[config.mk]
export PLATFORM = sky130hd
export DESIGN_NAME = joystick_range_map_quantizer_top_flat
export DESIGN_NICKNAME = d
export VERILOG_FILES = /design/src/jrmq_pkg.sv /design/src/jrmq_in_if.sv /design/src/jrmq_out_if.sv /design/src/jrmq_regs.sv /design/src/jrmq_divider.sv /design/src/jrmq_datapath.sv /design/src/jrmq_ctrl.sv /design/src/joystick_range_map_quantizer_top.sv /design/src/flat_wrapper.sv
export SDC_FILE = /design/constraint.sdc
export NUM_CORES = 1
export LEC_CHECK = 0
export ABC_AREA = 1
export BUFFER_PORTS_ARGS = -buffer_cell sky130_fd_sc_hd__buf_2
export CAP_MARGIN = 20
export CORE_MARGIN = 5
export CORE_UTILIZATION = 35
export CTS_CLUSTER_SIZE = 14
export DETAILED_ROUTE_END_ITERATION = 8
export GPL_TIMING_DRIVEN = 0
export SLEW_MARGIN = 5
export SYNTH_ARGS = -nofsm -noshare
export SYNTH_HDL_FRONTEND = slang
export SYNTH_SLANG_ARGS = --single-unit
[constraint.sdc]
create_clock -name clk_i -period 8.65 [get_ports clk_i]
set_clock_uncertainty 0.1 [all_clocks]
set_input_delay 1.2975 -clock clk_i [delete_from_list [all_inputs] [get_ports clk_i]]
set_output_delay 1.2975 -clock clk_i [all_outputs]
set_load 0.005 [all_outputs]
[src/jrmq_pkg.sv]
// ----------------------------------------------------------------------------
// jrmq_pkg
// Shared types and constants of the joystick range map quantizer.
// ----------------------------------------------------------------------------
package jrmq_pkg;

  // default converter span
  localparam int AdcLowDefault  = 0;
  localparam int AdcHighDefault = 255;

  localparam int ChW     = 2;
  localparam int SampleW = 8;
  localparam int PosW    = 10;
  localparam int StepW   = 8;
  localparam int OfsW    = 8;
  localparam int QuoW    = 20;   // magnitude of the mapping numerator
  localparam int ApbAw   = 5;
  localparam int ApbDw   = 32;

  // channel codes
  localparam logic [ChW-1:0] CH_HORIZONTAL = 2'd0;
  localparam logic [ChW-1:0] CH_VERTICAL   = 2'd1;
  localparam logic [ChW-1:0] CH_LEFT       = 2'd2;
  localparam logic [ChW-1:0] CH_RIGHT      = 2'd3;

  typedef enum logic [2:0] {
    REG_JOY_LO = 3'd0,
    REG_JOY_HI = 3'd1,
    REG_SLD_LO = 3'd2,
    REG_SLD_HI = 3'd3,
    REG_STEP   = 3'd4,
    REG_OFS_H  = 3'd5,
    REG_OFS_V  = 3'd6
  } reg_idx_e;

  localparam logic [PosW-1:0]  JOY_LO_RST = 10'h39C;  // -100
  localparam logic [PosW-1:0]  JOY_HI_RST = 10'd100;
  localparam logic [PosW-1:0]  SLD_LO_RST = 10'd0;
  localparam logic [PosW-1:0]  SLD_HI_RST = 10'd100;
  localparam logic [StepW-1:0] STEP_RST   = 8'd5;
  localparam logic [OfsW-1:0]  OFS_RST    = 8'd0;

  typedef struct packed {
    logic signed [PosW-1:0] joy_lo;
    logic signed [PosW-1:0] joy_hi;
    logic signed [PosW-1:0] sld_lo;
    logic signed [PosW-1:0] sld_hi;
    logic [StepW-1:0]       step;
    logic signed [OfsW-1:0] ofs_h;
    logic signed [OfsW-1:0] ofs_v;
  } cfg_t;

  typedef struct packed {
    logic load;     // capture word, add offset
    logic mul;      // form products
    logic num;      // sum numerator, capture its sign and magnitude
    logic take_q;   // capture mapped value
    logic quant;    // end tests, start step remainder
    logic take_r;   // form stepped value
    logic finish;   // write result word and held value
  } ctrl_cmd_t;

  typedef struct packed {
    logic div_done;
    logic den_zero;
    logic snap;
    logic out_space;
  } ctrl_sts_t;

endpackage

[src/jrmq_in_if.sv]
// ----------------------------------------------------------------------------
// jrmq_in_if
// Sample channel: one converter word tagged with its channel.
// ----------------------------------------------------------------------------
interface jrmq_in_if;
  logic                            valid;
  logic                            ready;
  logic [jrmq_pkg::ChW-1:0]        channel;
  logic [jrmq_pkg::SampleW-1:0]    sample;

  modport source (output valid, output channel, output sample, input ready);
  modport sink   (input valid, input channel, input sample, output ready);
endinterface

[src/jrmq_out_if.sv]
// ----------------------------------------------------------------------------
// jrmq_out_if
// Position channel: new held value and the channel it belongs to.
// ----------------------------------------------------------------------------
interface jrmq_out_if;
  logic                             valid;
  logic                             ready;
  logic signed [jrmq_pkg::PosW-1:0] position;
  logic [jrmq_pkg::ChW-1:0]         channel_echo;

  modport source (output valid, output position, output channel_echo, input ready);
  modport sink   (input valid, input position, input channel_echo, output ready);
endinterface

[src/jrmq_regs.sv]
// ----------------------------------------------------------------------------
// jrmq_regs
// APB register file holding output ranges, step size and axis offsets.
// ----------------------------------------------------------------------------
module jrmq_regs (
  input  logic                        clk_i,
  input  logic                        rst_ni,
  input  logic                        psel,
  input  logic                        penable,
  input  logic                        pwrite,
  input  logic [jrmq_pkg::ApbAw-1:0]  paddr,
  input  logic [jrmq_pkg::ApbDw-1:0]  pwdata,
  output logic [jrmq_pkg::ApbDw-1:0]  prdata,
  output logic                        pready,
  output jrmq_pkg::cfg_t              cfg_o
);

  jrmq_pkg::cfg_t    cfg_q;
  jrmq_pkg::reg_idx_e idx;
  logic              wr_en;

  assign idx    = jrmq_pkg::reg_idx_e'(paddr[4:2]);
  assign wr_en  = psel && penable && pwrite;
  assign pready = 1'b1;
  assign cfg_o  = cfg_q;

  always_ff @(posedge clk_i or negedge rst_ni) begin
    if (!rst_ni) begin
      cfg_q.joy_lo <= jrmq_pkg::JOY_LO_RST;
      cfg_q.joy_hi <= jrmq_pkg::JOY_HI_RST;
      cfg_q.sld_lo <= jrmq_pkg::SLD_LO_RST;
      cfg_q.sld_hi <= jrmq_pkg::SLD_HI_RST;
      cfg_q.step   <= jrmq_pkg::STEP_RST;
      cfg_q.ofs_h  <= jrmq_pkg::OFS_RST;
      cfg_q.ofs_v  <= jrmq_pkg::OFS_RST;
    end else if (wr_en) begin
      case (idx)
        jrmq_pkg::REG_JOY_LO: cfg_q.joy_lo <= pwdata[jrmq_pkg::PosW-1:0];
        jrmq_pkg::REG_JOY_HI: cfg_q.joy_hi <= pwdata[jrmq_pkg::PosW-1:0];
        jrmq_pkg::REG_SLD_LO: cfg_q.sld_lo <= pwdata[jrmq_pkg::PosW-1:0];
        jrmq_pkg::REG_SLD_HI: cfg_q.sld_hi <= pwdata[jrmq_pkg::PosW-1:0];
        jrmq_pkg::REG_STEP:   cfg_q.step   <= pwdata[jrmq_pkg::StepW-1:0];
        jrmq_pkg::REG_OFS_H:  cfg_q.ofs_h  <= pwdata[jrmq_pkg::OfsW-1:0];
        jrmq_pkg::REG_OFS_V:  cfg_q.ofs_v  <= pwdata[jrmq_pkg::OfsW-1:0];
        default: ;
      endcase
    end
  end

  always_comb begin
    prdata = '0;
    case (idx)
      jrmq_pkg::REG_JOY_LO: prdata = {22'd0, cfg_q.joy_lo};
      jrmq_pkg::REG_JOY_HI: prdata = {22'd0, cfg_q.joy_hi};
      jrmq_pkg::REG_SLD_LO: prdata = {22'd0, cfg_q.sld_lo};
      jrmq_pkg::REG_SLD_HI: prdata = {22'd0, cfg_q.sld_hi};
      jrmq_pkg::REG_STEP:   prdata = {24'd0, cfg_q.step};
      jrmq_pkg::REG_OFS_H:  prdata = {24'd0, cfg_q.ofs_h};
      jrmq_pkg::REG_OFS_V:  prdata = {24'd0, cfg_q.ofs_v};
      default:              prdata = '0;
    endcase
  end

endmodule

[src/jrmq_divider.sv]
// ----------------------------------------------------------------------------
// jrmq_divider
// Unsigned restoring divider giving the remainder, two bits per cycle.
// ----------------------------------------------------------------------------
module jrmq_divider #(
  parameter int unsigned DividendW = 20,   // must be even
  parameter int unsigned DivisorW  = 8
) (
  input  logic                 clk_i,
  input  logic                 rst_ni,
  input  logic                 start_i,
  input  logic [DividendW-1:0] dividend_i,
  input  logic [DivisorW-1:0]  divisor_i,
  output logic [DivisorW-1:0]  rem_o,
  output logic                 done_o
);

  localparam int unsigned Iters = DividendW / 2;
  localparam int unsigned CntW  = $clog2(Iters + 1);

  logic                 busy_q;
  logic                 done_q;
  logic [CntW-1:0]      cnt_q;
  logic [DividendW-1:0] quot_q, quot_d;
  logic [DivisorW-1:0]  rem_q, rem_d;
  logic [DivisorW-1:0]  div_q;

  always_comb begin
    logic [DivisorW:0] t;
    quot_d = quot_q;
    rem_d  = rem_q;
    t      = '0;
    for (int k = 0; k < 2; k++) begin
      t      = {rem_d, quot_d[DividendW-1]};
      quot_d = {quot_d[DividendW-2:0], 1'b0};
      if (t >= {1'b0, div_q}) begin
        rem_d     = DivisorW'(t - {1'b0, div_q});
        quot_d[0] = 1'b1;
      end else begin
        rem_d = t[DivisorW-1:0];
      end
    end
  end

  always_ff @(posedge clk_i or negedge rst_ni) begin
    if (!rst_ni) begin
      busy_q <= 1'b0;
      done_q <= 1'b0;
      cnt_q  <= '0;
    end else begin
      done_q <= 1'b0;
      if (start_i) begin
        busy_q <= 1'b1;
        cnt_q  <= CntW'(Iters);
      end else if (busy_q) begin
        cnt_q <= cnt_q - CntW'(1);
        if (cnt_q == CntW'(1)) begin
          busy_q <= 1'b0;
          done_q <= 1'b1;
        end
      end
    end
  end

  always_ff @(posedge clk_i) begin
    if (start_i) begin
      quot_q <= dividend_i;
      rem_q  <= '0;
      div_q  <= divisor_i;
    end else if (busy_q) begin
      quot_q <= quot_d;
      rem_q  <= rem_d;
    end
  end

  assign rem_o  = rem_q;
  assign done_o = done_q;

`ifndef SYNTH
  a_no_restart: assert property (@(posedge clk_i) disable iff (!rst_ni)
    start_i |-> !busy_q)
    else $error("divider restarted while busy");
`endif

endmodule

[src/jrmq_datapath.sv]
// ----------------------------------------------------------------------------
// jrmq_datapath
// Offset, linear map, end snap and step quantizer with held values.
// ----------------------------------------------------------------------------
module jrmq_datapath #(
  parameter int AdcLow  = jrmq_pkg::AdcLowDefault,
  parameter int AdcHigh = jrmq_pkg::AdcHighDefault
) (
  input  logic                             clk_i,
  input  logic                             rst_ni,
  input  jrmq_pkg::cfg_t                   cfg_i,
  input  jrmq_pkg::ctrl_cmd_t              cmd_i,
  output jrmq_pkg::ctrl_sts_t              sts_o,
  input  logic [jrmq_pkg::ChW-1:0]         in_channel_i,
  input  logic [jrmq_pkg::SampleW-1:0]     in_sample_i,
  input  logic                             out_ready_i,
  output logic                             out_valid_o,
  output logic signed [jrmq_pkg::PosW-1:0] out_position_o,
  output logic [jrmq_pkg::ChW-1:0]         out_channel_o
);

  localparam int PosW   = jrmq_pkg::PosW;
  localparam int QuoW   = jrmq_pkg::QuoW;
  localparam int NumW   = QuoW + 1;
  localparam int RecipW = QuoW + 1;

  localparam int Den    = AdcHigh - AdcLow;
  localparam int DenAbs = (Den < 0) ? -Den : Den;
  localparam bit DenZero = (Den == 0);
  localparam bit DenNeg  = (Den < 0);
  localparam logic signed [8:0] DEN_S   = 9'(Den);

  // reciprocal rounded up: exact floor quotient for any QuoW-bit numerator
  localparam int     DenDiv   = DenZero ? 1 : DenAbs;
  localparam int     DenL     = $clog2(DenDiv);
  localparam int     Shift    = QuoW + DenL;
  localparam longint RecipVal = ((longint'(1) << Shift) + longint'(DenDiv) - 1)
                                / longint'(DenDiv);
  localparam logic [RecipW-1:0] RECIP = RecipW'(RecipVal);

  // word registers
  logic [jrmq_pkg::ChW-1:0]  ch_q;
  logic signed [PosW-1:0]    xa_q;        // sample + offset - AdcLow
  logic signed [18:0]        p1_q;        // lo * span
  logic signed [NumW-1:0]    p2_q;        // xa * (hi - lo)
  logic                      num_neg_q;
  logic [QuoW-1:0]           num_mag_q;
  logic signed [NumW-1:0]    v_q;         // mapped value
  logic                      d_neg_q;
  logic signed [PosW-1:0]    r_q;
  logic signed [PosW-1:0]    pos_q;
  logic [jrmq_pkg::ChW-1:0]  och_q;
  logic                      ovalid_q;
  logic signed [PosW-1:0]    held_q [4];

  logic                      is_joy;
  logic signed [PosW-1:0]    lo, hi;
  logic signed [7:0]         ofs;
  logic signed [10:0]        xa_sum;
  logic signed [10:0]        diff;
  logic signed [18:0]        p1;
  logic signed [NumW-1:0]    p2;
  logic signed [NumW-1:0]    num;
  logic [QuoW-1:0]           num_mag;
  logic [QuoW+RecipW-1:0]    prod;
  logic [QuoW-1:0]           quot;
  logic [7:0]                step_eff;
  logic signed [10:0]        hi_m, lo_p;
  logic                      snap_hi, snap_lo;
  logic signed [10:0]        d;
  logic [9:0]                d_mag;
  logic signed [10:0]        r_full;
  logic signed [NumW-1:0]    q_s;

  logic                      div_start;
  logic [7:0]                div_rem;
  logic                      div_done;

  assign is_joy = (ch_q == jrmq_pkg::CH_HORIZONTAL) || (ch_q == jrmq_pkg::CH_VERTICAL);
  assign lo     = is_joy ? cfg_i.joy_lo : cfg_i.sld_lo;
  assign hi     = is_joy ? cfg_i.joy_hi : cfg_i.sld_hi;

  always_comb begin
    case (in_channel_i)
      jrmq_pkg::CH_HORIZONTAL: ofs = cfg_i.ofs_h;
      jrmq_pkg::CH_VERTICAL:   ofs = cfg_i.ofs_v;
      default:                 ofs = '0;
    endcase
  end

  assign xa_sum = $signed({3'b000, in_sample_i}) + 11'(ofs) - $signed(11'(AdcLow));
  assign diff   = 11'(hi) - 11'(lo);
  assign p1     = lo * DEN_S;
  assign p2     = xa_q * diff;
  assign num    = NumW'(p1_q) + p2_q;
  assign num_mag = num[NumW-1] ? QuoW'(-num) : num[QuoW-1:0];

  // map quotient by reciprocal multiply
  assign prod = num_mag_q * RECIP;
  assign quot = QuoW'(prod >> Shift);

  assign step_eff = (cfg_i.step == '0) ? 8'd1 : cfg_i.step;
  assign hi_m     = 11'(hi) - $signed({3'b000, step_eff});
  assign lo_p     = 11'(lo) + $signed({3'b000, step_eff});
  assign snap_hi  = v_q >= NumW'(hi_m);
  assign snap_lo  = v_q <= NumW'(lo_p);

  // away from both ends the mapped value lies within the 10-bit range
  assign d      = v_q[10:0] - 11'(held_q[ch_q]);
  assign d_mag  = d[10] ? 10'(-d) : d[9:0];
  assign r_full = d_neg_q ? (v_q[10:0] + $signed({3'b000, div_rem}))
                          : (v_q[10:0] - $signed({3'b000, div_rem}));

  assign q_s = (num_neg_q ^ DenNeg) ? -$signed({1'b0, quot}) : $signed({1'b0, quot});

  // divider serves the step remainder only
  assign div_start = cmd_i.quant && !(snap_hi || snap_lo);

  jrmq_divider #(
    .DividendW (PosW),
    .DivisorW  (8)
  ) u_div (
    .clk_i      (clk_i),
    .rst_ni     (rst_ni),
    .start_i    (div_start),
    .dividend_i (d_mag),
    .divisor_i  (step_eff),
    .rem_o      (div_rem),
    .done_o     (div_done)
  );

  always_ff @(posedge clk_i) begin
    if (cmd_i.load) begin
      ch_q <= in_channel_i;
      xa_q <= xa_sum[PosW-1:0];
    end
    if (cmd_i.mul) begin
      p1_q <= p1;
      p2_q <= p2;
    end
    if (cmd_i.num) begin
      num_neg_q <= num[NumW-1];
      num_mag_q <= num_mag;
      if (DenZero) v_q <= NumW'(lo);
    end
    if (cmd_i.take_q) v_q <= q_s;
    if (cmd_i.quant) begin
      d_neg_q <= d[10];
      if (snap_hi)      r_q <= hi;
      else if (snap_lo) r_q <= lo;
    end
    if (cmd_i.take_r) r_q <= r_full[PosW-1:0];
    if (cmd_i.finish) begin
      pos_q <= r_q;
      och_q <= ch_q;
    end
  end

  always_ff @(posedge clk_i or negedge rst_ni) begin
    if (!rst_ni) begin
      ovalid_q <= 1'b0;
      for (int i = 0; i < 4; i++) held_q[i] <= '0;
    end else begin
      if (cmd_i.finish) begin
        ovalid_q     <= 1'b1;
        held_q[ch_q] <= r_q;
      end else if (out_ready_i) begin
        ovalid_q <= 1'b0;
      end
    end
  end

  assign sts_o.div_done  = div_done;
  assign sts_o.den_zero  = DenZero;
  assign sts_o.snap      = snap_hi || snap_lo;
  assign sts_o.out_space = !ovalid_q || out_ready_i;

  assign out_valid_o    = ovalid_q;
  assign out_position_o = pos_q;
  assign out_channel_o  = och_q;

`ifndef SYNTH
  a_held_matches_out: assert property (@(posedge clk_i) disable iff (!rst_ni)
    cmd_i.finish |=> (held_q[och_q] == pos_q) && ovalid_q)
    else $error("held value differs from delivered word");
`endif

endmodule

[src/jrmq_ctrl.sv]
// ----------------------------------------------------------------------------
// jrmq_ctrl
// Sequencer stepping one word through map, divide and quantize.
// ----------------------------------------------------------------------------
module jrmq_ctrl (
  input  logic                 clk_i,
  input  logic                 rst_ni,
  input  logic                 in_valid_i,
  output logic                 in_ready_o,
  input  jrmq_pkg::ctrl_sts_t  sts_i,
  output jrmq_pkg::ctrl_cmd_t  cmd_o
);

  localparam logic [2:0] ST_IDLE = 3'd0;
  localparam logic [2:0] ST_MUL  = 3'd1;
  localparam logic [2:0] ST_NUM  = 3'd2;
  localparam logic [2:0] ST_DIV  = 3'd3;
  localparam logic [2:0] ST_QNT  = 3'd4;
  localparam logic [2:0] ST_MOD  = 3'd5;
  localparam logic [2:0] ST_FIN  = 3'd6;

  logic [2:0] state_q, state_d;

  assign in_ready_o = (state_q == ST_IDLE);

  always_comb begin
    state_d = state_q;
    cmd_o   = '0;
    case (state_q)
      ST_IDLE: begin
        if (in_valid_i) begin
          cmd_o.load = 1'b1;
          state_d    = ST_MUL;
        end
      end
      ST_MUL: begin
        cmd_o.mul = 1'b1;
        state_d   = ST_NUM;
      end
      ST_NUM: begin
        cmd_o.num = 1'b1;
        state_d   = sts_i.den_zero ? ST_QNT : ST_DIV;
      end
      ST_DIV: begin
        // reciprocal multiply is combinational on the registered magnitude
        cmd_o.take_q = 1'b1;
        state_d      = ST_QNT;
      end
      ST_QNT: begin
        cmd_o.quant = 1'b1;
        state_d     = sts_i.snap ? ST_FIN : ST_MOD;
      end
      ST_MOD: begin
        if (sts_i.div_done) begin
          cmd_o.take_r = 1'b1;
          state_d      = ST_FIN;
        end
      end
      ST_FIN: begin
        // wait until the output register can take the word
        if (sts_i.out_space) begin
          cmd_o.finish = 1'b1;
          state_d      = ST_IDLE;
        end
      end
      default: state_d = ST_IDLE;
    endcase
  end

  always_ff @(posedge clk_i or negedge rst_ni) begin
    if (!rst_ni) state_q <= ST_IDLE;
    else         state_q <= state_d;
  end

`ifndef SYNTH
  a_done_when_waiting: assert property (@(posedge clk_i) disable iff (!rst_ni)
    sts_i.div_done |-> (state_q == ST_MOD))
    else $error("divider finished outside a wait state");
  a_finish_has_space: assert property (@(posedge clk_i) disable iff (!rst_ni)
    cmd_o.finish |-> sts_i.out_space)
    else $error("result written over an untaken word");
  a_accept_starts: assert property (@(posedge clk_i) disable iff (!rst_ni)
    (in_valid_i && in_ready_o) |=> (state_q == ST_MUL) && !in_ready_o)
    else $error("accepted word did not start the sequence");
`endif

endmodule

[src/joystick_range_map_quantizer_top.sv]
// ----------------------------------------------------------------------------
// joystick_range_map_quantizer_top
// Maps tagged converter samples onto channel ranges and step-quantizes them.
//
//   channel   dir  handshake      word
//   in_i      in   valid/ready    channel, sample
//   out_o     out  valid/ready    position, channel_echo
//   apb       in   psel/penable   registers 0..6 at paddr 4*i
//
// A word is accepted only after the last one finishes: load, products,
// numerator, map quotient (skipped for an empty converter span), quantize,
// step remainder (skipped when the word snaps to a range end) and finish.
// The map quotient comes from a combinational reciprocal multiply; the
// divider retires the step remainder two bits per cycle. Reset sets the held
// values of all four channels to zero. A finished word waits in the output
// register; the sequencer stalls in its last step only while it is full.
// ----------------------------------------------------------------------------
module joystick_range_map_quantizer_top #(
  parameter int AdcLow  = jrmq_pkg::AdcLowDefault,
  parameter int AdcHigh = jrmq_pkg::AdcHighDefault
) (
  input  logic                        clk_i,
  input  logic                        rst_ni,
  jrmq_in_if.sink                     in_i,
  jrmq_out_if.source                  out_o,
  input  logic                        psel,
  input  logic                        penable,
  input  logic                        pwrite,
  input  logic [jrmq_pkg::ApbAw-1:0]  paddr,
  input  logic [jrmq_pkg::ApbDw-1:0]  pwdata,
  output logic [jrmq_pkg::ApbDw-1:0]  prdata,
  output logic                        pready
);

  jrmq_pkg::cfg_t      cfg;
  jrmq_pkg::ctrl_cmd_t cmd;
  jrmq_pkg::ctrl_sts_t sts;

  jrmq_regs u_regs (
    .clk_i   (clk_i),
    .rst_ni  (rst_ni),
    .psel    (psel),
    .penable (penable),
    .pwrite  (pwrite),
    .paddr   (paddr),
    .pwdata  (pwdata),
    .prdata  (prdata),
    .pready  (pready),
    .cfg_o   (cfg)
  );

  jrmq_ctrl u_ctrl (
    .clk_i      (clk_i),
    .rst_ni     (rst_ni),
    .in_valid_i (in_i.valid),
    .in_ready_o (in_i.ready),
    .sts_i      (sts),
    .cmd_o      (cmd)
  );

  jrmq_datapath #(
    .AdcLow  (AdcLow),
    .AdcHigh (AdcHigh)
  ) u_dp (
    .clk_i          (clk_i),
    .rst_ni         (rst_ni),
    .cfg_i          (cfg),
    .cmd_i          (cmd),
    .sts_o          (sts),
    .in_channel_i   (in_i.channel),
    .in_sample_i    (in_i.sample),
    .out_ready_i    (out_o.ready),
    .out_valid_o    (out_o.valid),
    .out_position_o (out_o.position),
    .out_channel_o  (out_o.channel_echo)
  );

endmodule

[src/flat_wrapper.sv]
// flat-port wrapper written by rule: the top's interface ports become plain ports
module joystick_range_map_quantizer_top_flat 
#(
  parameter int AdcLow  = jrmq_pkg::AdcLowDefault,
  parameter int AdcHigh = jrmq_pkg::AdcHighDefault
)
  (clk_i, rst_ni, psel, penable, pwrite, paddr, pwdata, prdata, pready, in_i_valid, in_i_channel, in_i_sample, in_i_ready, out_o_valid, out_o_position, out_o_channel_echo, out_o_ready);
  jrmq_in_if in_i_i ();
  jrmq_out_if out_o_i ();
  input  logic clk_i;
  input  logic rst_ni;
  input  logic psel;
  input  logic penable;
  input  logic pwrite;
  input  logic [jrmq_pkg::ApbAw-1:0] paddr;
  input  logic [jrmq_pkg::ApbDw-1:0] pwdata;
  output logic [jrmq_pkg::ApbDw-1:0] prdata;
  output logic pready;
  input wire logic [$bits(in_i_i.valid)-1:0] in_i_valid;
  input wire logic [$bits(in_i_i.channel)-1:0] in_i_channel;
  input wire logic [$bits(in_i_i.sample)-1:0] in_i_sample;
  output wire logic [$bits(in_i_i.ready)-1:0] in_i_ready;
  output wire logic [$bits(out_o_i.valid)-1:0] out_o_valid;
  output wire logic [$bits(out_o_i.position)-1:0] out_o_position;
  output wire logic [$bits(out_o_i.channel_echo)-1:0] out_o_channel_echo;
  input wire logic [$bits(out_o_i.ready)-1:0] out_o_ready;
  assign in_i_i.valid = in_i_valid;
  assign in_i_i.channel = in_i_channel;
  assign in_i_i.sample = in_i_sample;
  assign in_i_ready = in_i_i.ready;
  assign out_o_valid = out_o_i.valid;
  assign out_o_position = out_o_i.position;
  assign out_o_channel_echo = out_o_i.channel_echo;
  assign out_o_i.ready = out_o_ready;
  joystick_range_map_quantizer_top #(.AdcLow(AdcLow), .AdcHigh(AdcHigh)) u_core (.clk_i(clk_i), .rst_ni(rst_ni), .in_i(in_i_i), .out_o(out_o_i), .psel(psel), .penable(penable), .pwrite(pwrite), .paddr(paddr), .pwdata(pwdata), .prdata(prdata), .pready(pready));
endmodule
==> results of run 1 <==
## synthesized netlist by cell type, types with 21 or more instances
cell type	number	area (sq um)
nor2_1	244	916
ha_1	350	4380
fa_1	157	3140
buf_4	26	195
nand3_1	114	571
nand4_1	34	213
o21ai_0	216	1080
o22ai_1	23	144
a21oi_1	164	821
inv_1	674	2530
nand2_1	797	2990
xnor2_1	42	368
clkbuf_1	46	173
edfxtp_1	135	4050
nand2_2	21	131
nor3_1	33	165
dfrtp_1	99	2480
xor2_1	93	815
## cells by family after synthesis
kind of cell / share of synthesized area
DFF: 0.263
buffers and inverters: 0.112
AOI/OAI and AO/OA: 0.0998
and+or+nand+nor: 0.201
xor gates and xnor gates: 0.0440
muxes: 0.000373
adders and majority gates: 0.280
other: 0.000280
## layer usage
| metal | up-vias | GRT usage | share of wire |
|---|---|---|---|
| li1 | 11200 | - | - |
| met1 | 10400 | 0.233 | 0.47 |
| met2 | 468 | 0.280 | 0.47 |
| met3 | 82 | 0.0148 | 0.042 |
| met4 | 0 | 0.0280 | 0.018 |
| met5 | - | 0 | 0 |
## worst max-delay path, delay by kind of cell, from the launching register on
kind                       cells  cell delay, ps
AOI/OAI and AO/OA              8            1430
xor gates and xnor gates       2             550
adders and majority gates      7            3470
buffers and inverters          6             810
DFF                            1             390
and+or+nand+nor                7            1010
## registers in the layout, summed over array words and instances, names as in the netlist
register / flops
u_core.u_dp.r_q: 10
u_core.u_dp.u_div.quot_q: 10
u_core.u_dp.num_neg_q: 1
u_core.u_dp.out_position_o: 10
u_core.u_dp.ch_q: 2
u_core.u_dp.out_valid_o: 1
u_core.u_dp.u_div.done_o: 1
u_core.u_dp.u_div.busy_q: 1
u_core.u_dp.p1_q: 19
u_core.u_dp.num_mag_q: 20
u_core.u_dp.u_div.cnt_q: 3
u_core.u_dp.u_div.div_q: 8
u_core.u_dp.d_neg_q: 1
u_core.u_dp.held_q: 40
u_core.u_dp.u_div.rem_o: 8
u_core.u_dp.p2_q: 21
u_core.u_dp.v_q: 21
u_core.u_ctrl.state_q: 3
u_core.u_regs.cfg_o: 64
u_core.u_dp.out_channel_o: 2
u_core.u_dp.xa_q: 10
## final timing paths
path	to	slack (ps)	cells past startpoint
max	u_core.u_dp.p2_q[18]	610	30
min	u_core.u_dp.out_position_o[2]	370	0
max reg2reg	u_core.u_dp.p2_q[18]	610	30
min reg2reg	u_core.u_dp.out_position_o[2]	370	0
max in group asynchronous	u_core.u_regs.cfg_o[30]	7160	2
min in group asynchronous	u_core.u_dp.u_div.cnt_q[0]	520	1
## through the flow
| step | utilization | hold slack, ps | instances |
|---|---|---|---|
| 3_3_place_gp | 0.375 | 366 | 4551 |
| 6_report | 0.389 | 371 | 4616 |
| 5_1_grt | 0.389 | 386 | 4616 |
| 3_5_place_dp | 0.376 | 355 | 4558 |
| 2_1_floorplan | - | 326 | 3469 |
| 4_1_cts | 0.389 | 367 | 4616 |
## final cells by class
cell class | count | area [sq um]
plain buffers | 80 | 434
clock buffers | 40 | 851
clock inverters | 18 | 120
fillers | 8006 | 46500
inverters | 684 | 2570
multi-input cells | 2449 | 16900
flip-flops and latches | 256 | 7060
well taps | 1030 | 1290
repair buffers | 59 | 369
## timing repair
| item | in CTS | in global routing |
|---|---|---|
| endpoints found under the setup margin | 0 | 7 |
| gates resized for setup | 0 | 9 |
| setup buffers | 0 | 0 |
==> results.md, run 1 <==
- Worst r2r src: u_core.u_dp.ch_q[1]
- Status: completed
- # DRC: 0
- Largest net degree at the start of global routing: 78
- Most common cell after layout, fill and taps aside: nand2_1
- Place WS: 13.2 ps
- Slew headroom: 0.310
- CP Launch Type: register
- Nets: 4122
- Worst Setup SP: u_core.u_dp.ch_q[1]
- Drt initial violations: 1451
- Cell mode on critical path: fa_1
- First-pass GRT wire length: 112000 um
- Row Count: 101
- Total wire length: 68800 um
- Synthesized area per cell: 7.79 sq um
- Die W: 287 um
- Hold Crit Start: u_core.u_dp.r_q[2]
- CTS Buf Count: 31
- Min-delay worst type: reg2reg
- Max-Cap Viols: 0
- Fraction of registers with async set or reset after synthesis: 0.441
- CTS clk-pin slew, worst paths: 60 ps
- Max clock buf depth: 3
- Primary flip-flop cell chosen by synthesis mapping: edfxtp_1
- Max Clock Freq: 124 MHz
- Hold_buf cts: 0
- Number of synthesized flops with an enable pin: 135
- Share of layout cells above drive strength 1: 0.0653
- Post-synthesis register bit count: 256
- Fin crit share: 0.930
- Hold Fails Final Rpt: 0
- Design area: 29600 sq um
- # IOs: 101
- Unrepaired setup endpoints after global routing: false
- Initial Util: 0.353
- Routed vias/inst: 4.79
- ANT cells: 0
- Fin. max-slew vios: 0
- CTS tree: built
- Ys Warns: 0
- Vias: 22100
- GRT Resource Usage Total: 0.165
- WP data arrival: 8280 ps
- Clk Latency, worst-skew pair: 600 ps
- H-Tree Depth: 1
- Worst-margin pin slew: 1030 ps
- Number of global-route vias before repair: 21200
- Syn Inst Count: 3448
- Wire per inst: 14.9 um
- Pre-antenna DRT Iters: 6
- Final Wtd Congestion: 0.898
- Setup TNS: 0 ps
- Element type at the critical path end: register
- Most frequent cells in the layout: 797 x nand2_1, 673 x inv_1, 350 x ha_1
- Placeable Area: 76100 sq um
- Port-buffer cells: 52
- Total die area: 82400 sq um
- Grt total ovfl: 0
- Required time of the critical path: 8890 ps
- P&R area growth vs syn: 10.2%
- DP Area: 28600 sq um
- Synth Cell Area: 26900 sq um
- Final worst slack: 605 ps
- Worst-path fanout max: 10
- Initial antenna violation count: 0
- # setup viols final: 0
- Register area share after synthesis: 0.263
- Sink Count: 256
- CP max stage cell: fa_1
- Crit path time final: 8040 ps
- Antenna viol nets, final: 0
- Clock root cell: clkbuf_16
- Chip Height: 287 um
- Synth unique cells: 57
- Critical path class: reg2reg
- Post-DP HPWL: 56000 um
- Crit path largest cell delay: 550 ps
Power of run 1 is left out: the tool's default activity adds up to more than one toggle a clock period on the data nets, which glitch-free logic cannot reach.
==> inputs of run 2 (changes only) <==
--- a/config.mk
+++ b/config.mk
@@ -13,6 +13,8 @@
 export CTS_CLUSTER_SIZE = 14
 export DETAILED_ROUTE_END_ITERATION = 8
 export GPL_TIMING_DRIVEN = 0
+export HOLD_SLACK_MARGIN = 0.06
+export PLACE_DENSITY = 0.53
 export SLEW_MARGIN = 5
 export SYNTH_ARGS = -nofsm -noshare
 export SYNTH_HDL_FRONTEND = slang
==> run 2 against run 1 <==
Effect of this change:
- worst hold slack better by 4.2 ps
- via count is 2.2% lower
- first-iteration DRC count is 17% lower
- count of clock-buffer cells in the layout is 1 lower
- cell area is 0.15% higher
- sequential share of layout area hardly changed
==> results.md, run 2 (synthesis results as in run 1) <==
- Sink Count: 256 (unchanged)
- Worst r2r src: u_core.u_dp.ch_q[1] (unchanged)
- # IOs: 101 (unchanged)
- Place WS: -60.8 ps (was 13.2 ps)
- Row Count: 101 (unchanged)
- Max Clock Freq: 123 MHz (was 124 MHz)
- Crit path largest cell delay: 780 ps (was 550 ps)
- Most frequent cells in the layout: 797 x nand2_1, 672 x inv_1, 350 x ha_1 (was 797 x nand2_1, 673 x inv_1, 350 x ha_1)
- Finished Layout Cells: 4616 (unchanged)
- Crit path time final: 8110 ps (was 8040 ps)
- Worst reg2reg endpoint: u_core.u_dp.p2_q[18] (unchanged)
- Antenna viol nets, final: 0 (unchanged)
- Max clock buf depth: 3 (unchanged)
- Required time of the critical path: 8890 ps (about the same)
- Final core occ: 0.390 (was 0.389)
- Largest net degree at the start of global routing: 90 (was 78)
- Share of layout cells above drive strength 1: 0.0669 (was 0.0653)
- Slew headroom: 0.326 (was 0.310)
- # DRC: 0 (unchanged)
- CTS clk-pin slew, worst paths: 60 ps (about the same)
- Initial antenna violation count: 0 (unchanged)
- Routed vias/inst: 4.69 (was 4.79)
- GRT Resource Usage Total: 0.171 (was 0.165)
- P&R area growth vs syn: 10.4% (was 10.2%)
- Fin. max-slew vios: 0 (unchanged)
- Reg2reg setup slack: 540 ps (was 610 ps)
- Grt total ovfl: 0 (unchanged)
- Drt initial violations: 1201 (was 1451)
- Number of global-route vias before repair: 21500 (was 21200)
- H-Tree Depth: 1 (unchanged)
- WP data arrival: 8350 ps (was 8280 ps)
- Total die area: 82400 sq um (unchanged)
- First-pass GRT wire length: 114000 um (was 112000 um)
- # setup viols final: 0 (unchanged)
- CTS tree: built (unchanged)
- Worst-margin pin slew: 1000 ps (was 1030 ps)
- Most Used Layer, Global Route: met2 (unchanged)
- Total wire length: 70500 um (was 68800 um)
- Worst-path fanout max: 10 (unchanged)
- Most common cell after layout, fill and taps aside: nand2_1 (unchanged)
- Final worst slack: 537 ps (was 605 ps)
- Max FFs per register: 64 (unchanged)
- Initial Util: 0.353 (unchanged)
- Max-Cap Viols: 0 (unchanged)
- R2r worst-path depth: 28 (was 30)
- Port-buffer cells: 52 (unchanged)
- Vias: 21600 (was 22100)
- Met1 Use GR: 0.246 (was 0.233)
- Clk Latency, worst-skew pair: 600 ps (about the same)
- Fin crit share: 0.938 (was 0.930)
- CP Launch Type: register (unchanged)
- Element type at the critical path end: register (unchanged)
- Met3 usage: 0.0181 (was 0.0148)
- Pre-antenna DRT Iters: 6 (unchanged)
- Placeable Area: 76100 sq um (unchanged)
- CTS Buf Count: 31 (unchanged)
- Unrepaired setup endpoints after global routing: false (unchanged)
- ANT cells: 0 (unchanged)
- Hold Fails Final Rpt: 0 (unchanged)
- Placed insts: 4558 (unchanged)
- Clock root cell: clkbuf_16 (unchanged)
- Hold_buf cts: 0 (unchanged)
- Status: completed (unchanged)
- CP max stage cell: o21ai_0 (was fa_1)
- Worst Setup SP: u_core.u_dp.ch_q[1] (unchanged)
- Nets: 4122 (unchanged)
- Min-delay worst type: reg2reg (unchanged)
- Worst hold slack: 375 ps (was 371 ps)
- Critical path class: reg2reg (unchanged)
- Die W: 287 um (unchanged)
- Post-DP HPWL: 58100 um (was 56000 um)
- Wire per inst: 15.3 um (was 14.9 um)
- Final Wtd Congestion: 0.874 (was 0.898)
- Met2 usage: 0.280 (about the same)
- Chip Height: 287 um (unchanged)
- Worst setup path end: u_core.u_dp.p2_q[18] (unchanged)
## run 2: stage by stage
| stage | area, sq um | TNS (ps) |
|---|---|---|
| after CTS | 29600 | 0 |
| after detailed placement | 28600 | -106 |
| final | 29700 | 0 |
| after global placement | 28500 | -53.6 |
| after global routing | 29700 | 0 |
| after floorplan | 26900 | 0 |
## run 2: layout make-up
cell class	instances	area (sq um)
Buffer	79	430
Clock buffer	39	826
Clock inverter	19	186
Fill cell	8061	46400
Inverter	684	2570
Multi-Input combinational cell	2449	16900
Sequential cell	256	7060
Tap cell	1030	1290
Timing Repair Buffer	60	375
## run 2: worst max-delay path, delay by kind of cell (launching register included)
kind                     cells  cell delay, ps
AND/OR/NAND/NOR              6             780
flip-flops                   1             430
buffers and inverters        7            1060
adder cells (fa/ha/maj)      7            3370
AO/OA/AOI/OAI                7            1930
XOR/XNOR                     1             170
## run 2: how the worst min path moves through the flow
stage | startpoint | to | slack (ps) | cells past startpoint
after global routing | u_core.u_dp.r_q[2] | u_core.u_dp.out_position_o[2] | 380 | 0
after detailed placement | u_core.u_dp.r_q[2] | u_core.u_dp.out_position_o[2] | 370 | 0
final | u_core.u_dp.r_q[2] | u_core.u_dp.out_position_o[2] | 370 | 0
after CTS | u_core.u_dp.r_q[2] | u_core.u_dp.out_position_o[2] | 380 | 0
after floorplan | u_core.u_dp.r_q[0] | u_core.u_dp.out_position_o[0] | 330 | 0
after global placement | u_core.u_dp.held_q[15] | u_core.u_dp.held_q[15] | 370 | 2
## run 2: routing by layer
layer | part of all wire | wire (um)
met2 | 0.45 | 31800
met1 | 0.49 | 34600
met3 | 0.039 | 2740
met4 | 0.020 | 1420
met5 | 0 | 0
## run 2: repair_timing
item	CTS	global route
buffers inserted	0	0
endpoints found under the setup margin	2	7
hold endpoints to repair	0	0
resized for setup	1	9
Power of run 2 is left out for the same reason.
==> inputs of run 3 (changes only) <==
--- a/config.mk
+++ b/config.mk
@@ -6,7 +6,7 @@
 export NUM_CORES = 1
 export LEC_CHECK = 0
 export ABC_AREA = 1
-export BUFFER_PORTS_ARGS = -buffer_cell sky130_fd_sc_hd__buf_2
+export BUFFER_PORTS_ARGS = -buffer_cell sky130_fd_sc_hd__buf_4
 export CAP_MARGIN = 20
 export CORE_MARGIN = 5
 export CORE_UTILIZATION = 35
==> run 3 against run 2 <==
Effect of this change:
- flip-flop and latch count did not move
- core utilization rose by 0.31 points
- first-iteration DRC count rose by 11%
- non-clock buffer count did not move
- global-route usage barely moved
- register-to-register slack improved by 60 ps
- cell count did not move
- worst hold slack improved by 12 ps
==> results.md, run 3 (synthesis results as in run 1) <==
- Crit path time final: 8050 ps (was 8110 ps)
- Min-delay worst type: reg2reg (unchanged)
- Vias: 21800 (was 21600)
- CTS clk-pin slew, worst paths: 60 ps (about the same)
- WP buf/inv: 6 (was 7)
- Largest net degree at the start of global routing: 89 (was 90)
- Cell mode on critical path: fa_1
- Max clock buf depth: 3 (unchanged)
- Unrepaired setup endpoints after global routing: false (unchanged)
- Total wire length: 71100 um (was 70500 um)
- Pre-antenna DRT Iters: 5 (was 6)
- Total die area: 82400 sq um (unchanged)
- P&R area growth vs syn: 11.2% (was 10.4%)
- Initial Util: 0.353 (unchanged)
- Clk Latency, worst-skew pair: 600 ps (about the same)
- Antenna viol nets, final: 0 (unchanged)
- Hold Fails Final Rpt: 0 (unchanged)
- Number of global-route vias before repair: 21500 (unchanged)
- ANT cells: 0 (unchanged)
- Critical path class: reg2reg (unchanged)
- Row Count: 101 (unchanged)
- WP data arrival: 8290 ps (was 8350 ps)
- Initial antenna violation count: 0 (unchanged)
- Most frequent cells in the layout: 797 x nand2_1, 673 x inv_1, 350 x ha_1 (was 797 x nand2_1, 672 x inv_1, 350 x ha_1)
- CTS Buf Count: 31 (unchanged)
- CP top delay family: adder cells (unchanged)
- Max-Cap Viols: 0 (unchanged)
- Port-buffer cells: 52 (unchanged)
- Status: completed (unchanged)
- Element type at the critical path end: register (unchanged)
- H-Tree Depth: 1 (unchanged)
- Hold_buf cts: 0 (unchanged)
- Share of layout cells above drive strength 1: 0.0680 (was 0.0669)
- Nets: 4122 (unchanged)
- CP max stage cell: xnor2_1 (was o21ai_0)
- Crit path largest cell delay: 850 ps (was 780 ps)
- Routed vias/inst: 4.72 (was 4.69)
- Required time of the critical path: 8890 ps (about the same)
- # setup viols final: 0 (unchanged)
- Max Clock Freq: 124 MHz (was 123 MHz)
- First-pass GRT wire length: 114000 um (about the same)
- Worst-margin pin slew: 1180 ps (was 1000 ps)
- # IOs: 101 (unchanged)
- Final Wtd Congestion: 0.880 (was 0.874)
- Worst-path fanout max: 10 (unchanged)
- Drt initial violations: 1329 (was 1201)
- Sink Count: 256 (unchanged)
- GRT Resource Usage Total: 0.171 (about the same)
- CTS tree: built (unchanged)
- Wire per inst: 15.4 um (was 15.3 um)
- Max FFs per register: 64 (unchanged)
- Grt total ovfl: 0 (unchanged)
- Chip Height: 287 um (unchanged)
- Place WS: -77.2 ps (was -60.8 ps)
- # DRC: 0 (unchanged)
- Slew headroom: 0.206 (was 0.326)
- Die W: 287 um (unchanged)
- CP Launch Type: register (unchanged)
- Most common cell after layout, fill and taps aside: nand2_1 (unchanged)
- Fin. max-slew vios: 0 (unchanged)
- Post-DP HPWL: 58300 um (was 58100 um)
- Worst hold slack: 386 ps (was 375 ps)
- Final worst slack: 596 ps (was 537 ps)
- Fin crit share: 0.931 (was 0.938)
- Placeable Area: 76100 sq um (unchanged)
- Clock root cell: clkbuf_16 (unchanged)
## run 3: cell types whose count changed in the layout (fill, tap and decap cells not counted), sizes merged
cell	previous run	this run
clkbuf	86	80
inv	685	687
bufinv	2	6
clkinvlp	3	2
buf	92	93
## run 3: stage by stage
step                      instances  setup TNS (ps)  area [sq um]  utilization
after floorplan                3469               0         26900            -
after CTS                      4616               0         29900        0.393
after global routing           4616               0         29900        0.393
final                          4616               0         29900        0.393
after detailed placement       4558            -142         28800        0.378
after global placement         4551           -49.1         28600        0.376
## run 3: path summary, 6_finish.rpt
| check | from | end | depth (start not counted) | slack (ps) |
|---|---|---|---|---|
| max | u_core.u_dp.ch_q[1] | u_core.u_dp.p2_q[18] | 25 | 600 |
| min | u_core.u_dp.held_q[17] | u_core.u_dp.held_q[17] | 2 | 390 |
| max reg2reg | u_core.u_dp.ch_q[1] | u_core.u_dp.p2_q[18] | 25 | 600 |
| min reg2reg | u_core.u_dp.held_q[17] | u_core.u_dp.held_q[17] | 2 | 390 |
| max in group asynchronous | rst_ni | u_core.u_regs.cfg_o[46] | 2 | 7190 |
| min in group asynchronous | rst_ni | u_core.u_dp.out_valid_o | 1 | 480 |
## run 3: metal layers
layer | share of wire | wire [um] | up-vias | global-route usage
met5 | 0 | 0 | - | 0
met4 | 0.024 | 1710 | 0 | 0.0382
met3 | 0.040 | 2840 | 100 | 0.0194
met2 | 0.45 | 32300 | 389 | 0.280
met1 | 0.48 | 34200 | 10100 | 0.244
li1 | - | - | 11200 | -
## run 3: tightest hold or removal path, delay by kind of cell (launching register included)
| kind | cells | cell delay, ps |
|---|---|---|
| and+or+nand+nor | 1 | 50 |
| AOI/OAI and AO/OA | 1 | 50 |
| DFF | 1 | 340 |
## run 3: layout make-up
type	instances	area, sq um
Timing Repair Buffer	60	505
Fill cell	8030	46200
Inverter	684	2570
Sequential cell	256	7060
Clock buffer	34	807
Clock inverter	24	312
Multi-Input combinational cell	2449	16900
Buffer	79	430
Tap cell	1030	1290
## run 3: what timing repair did
item	in CTS	in global routing
gates resized for setup	1	10
pin swaps	0	1
endpoints found under the setup margin	2	5
hold endpoints to repair	0	0
buffers inserted	0	1
Power of run 3 is left out for the same reason.
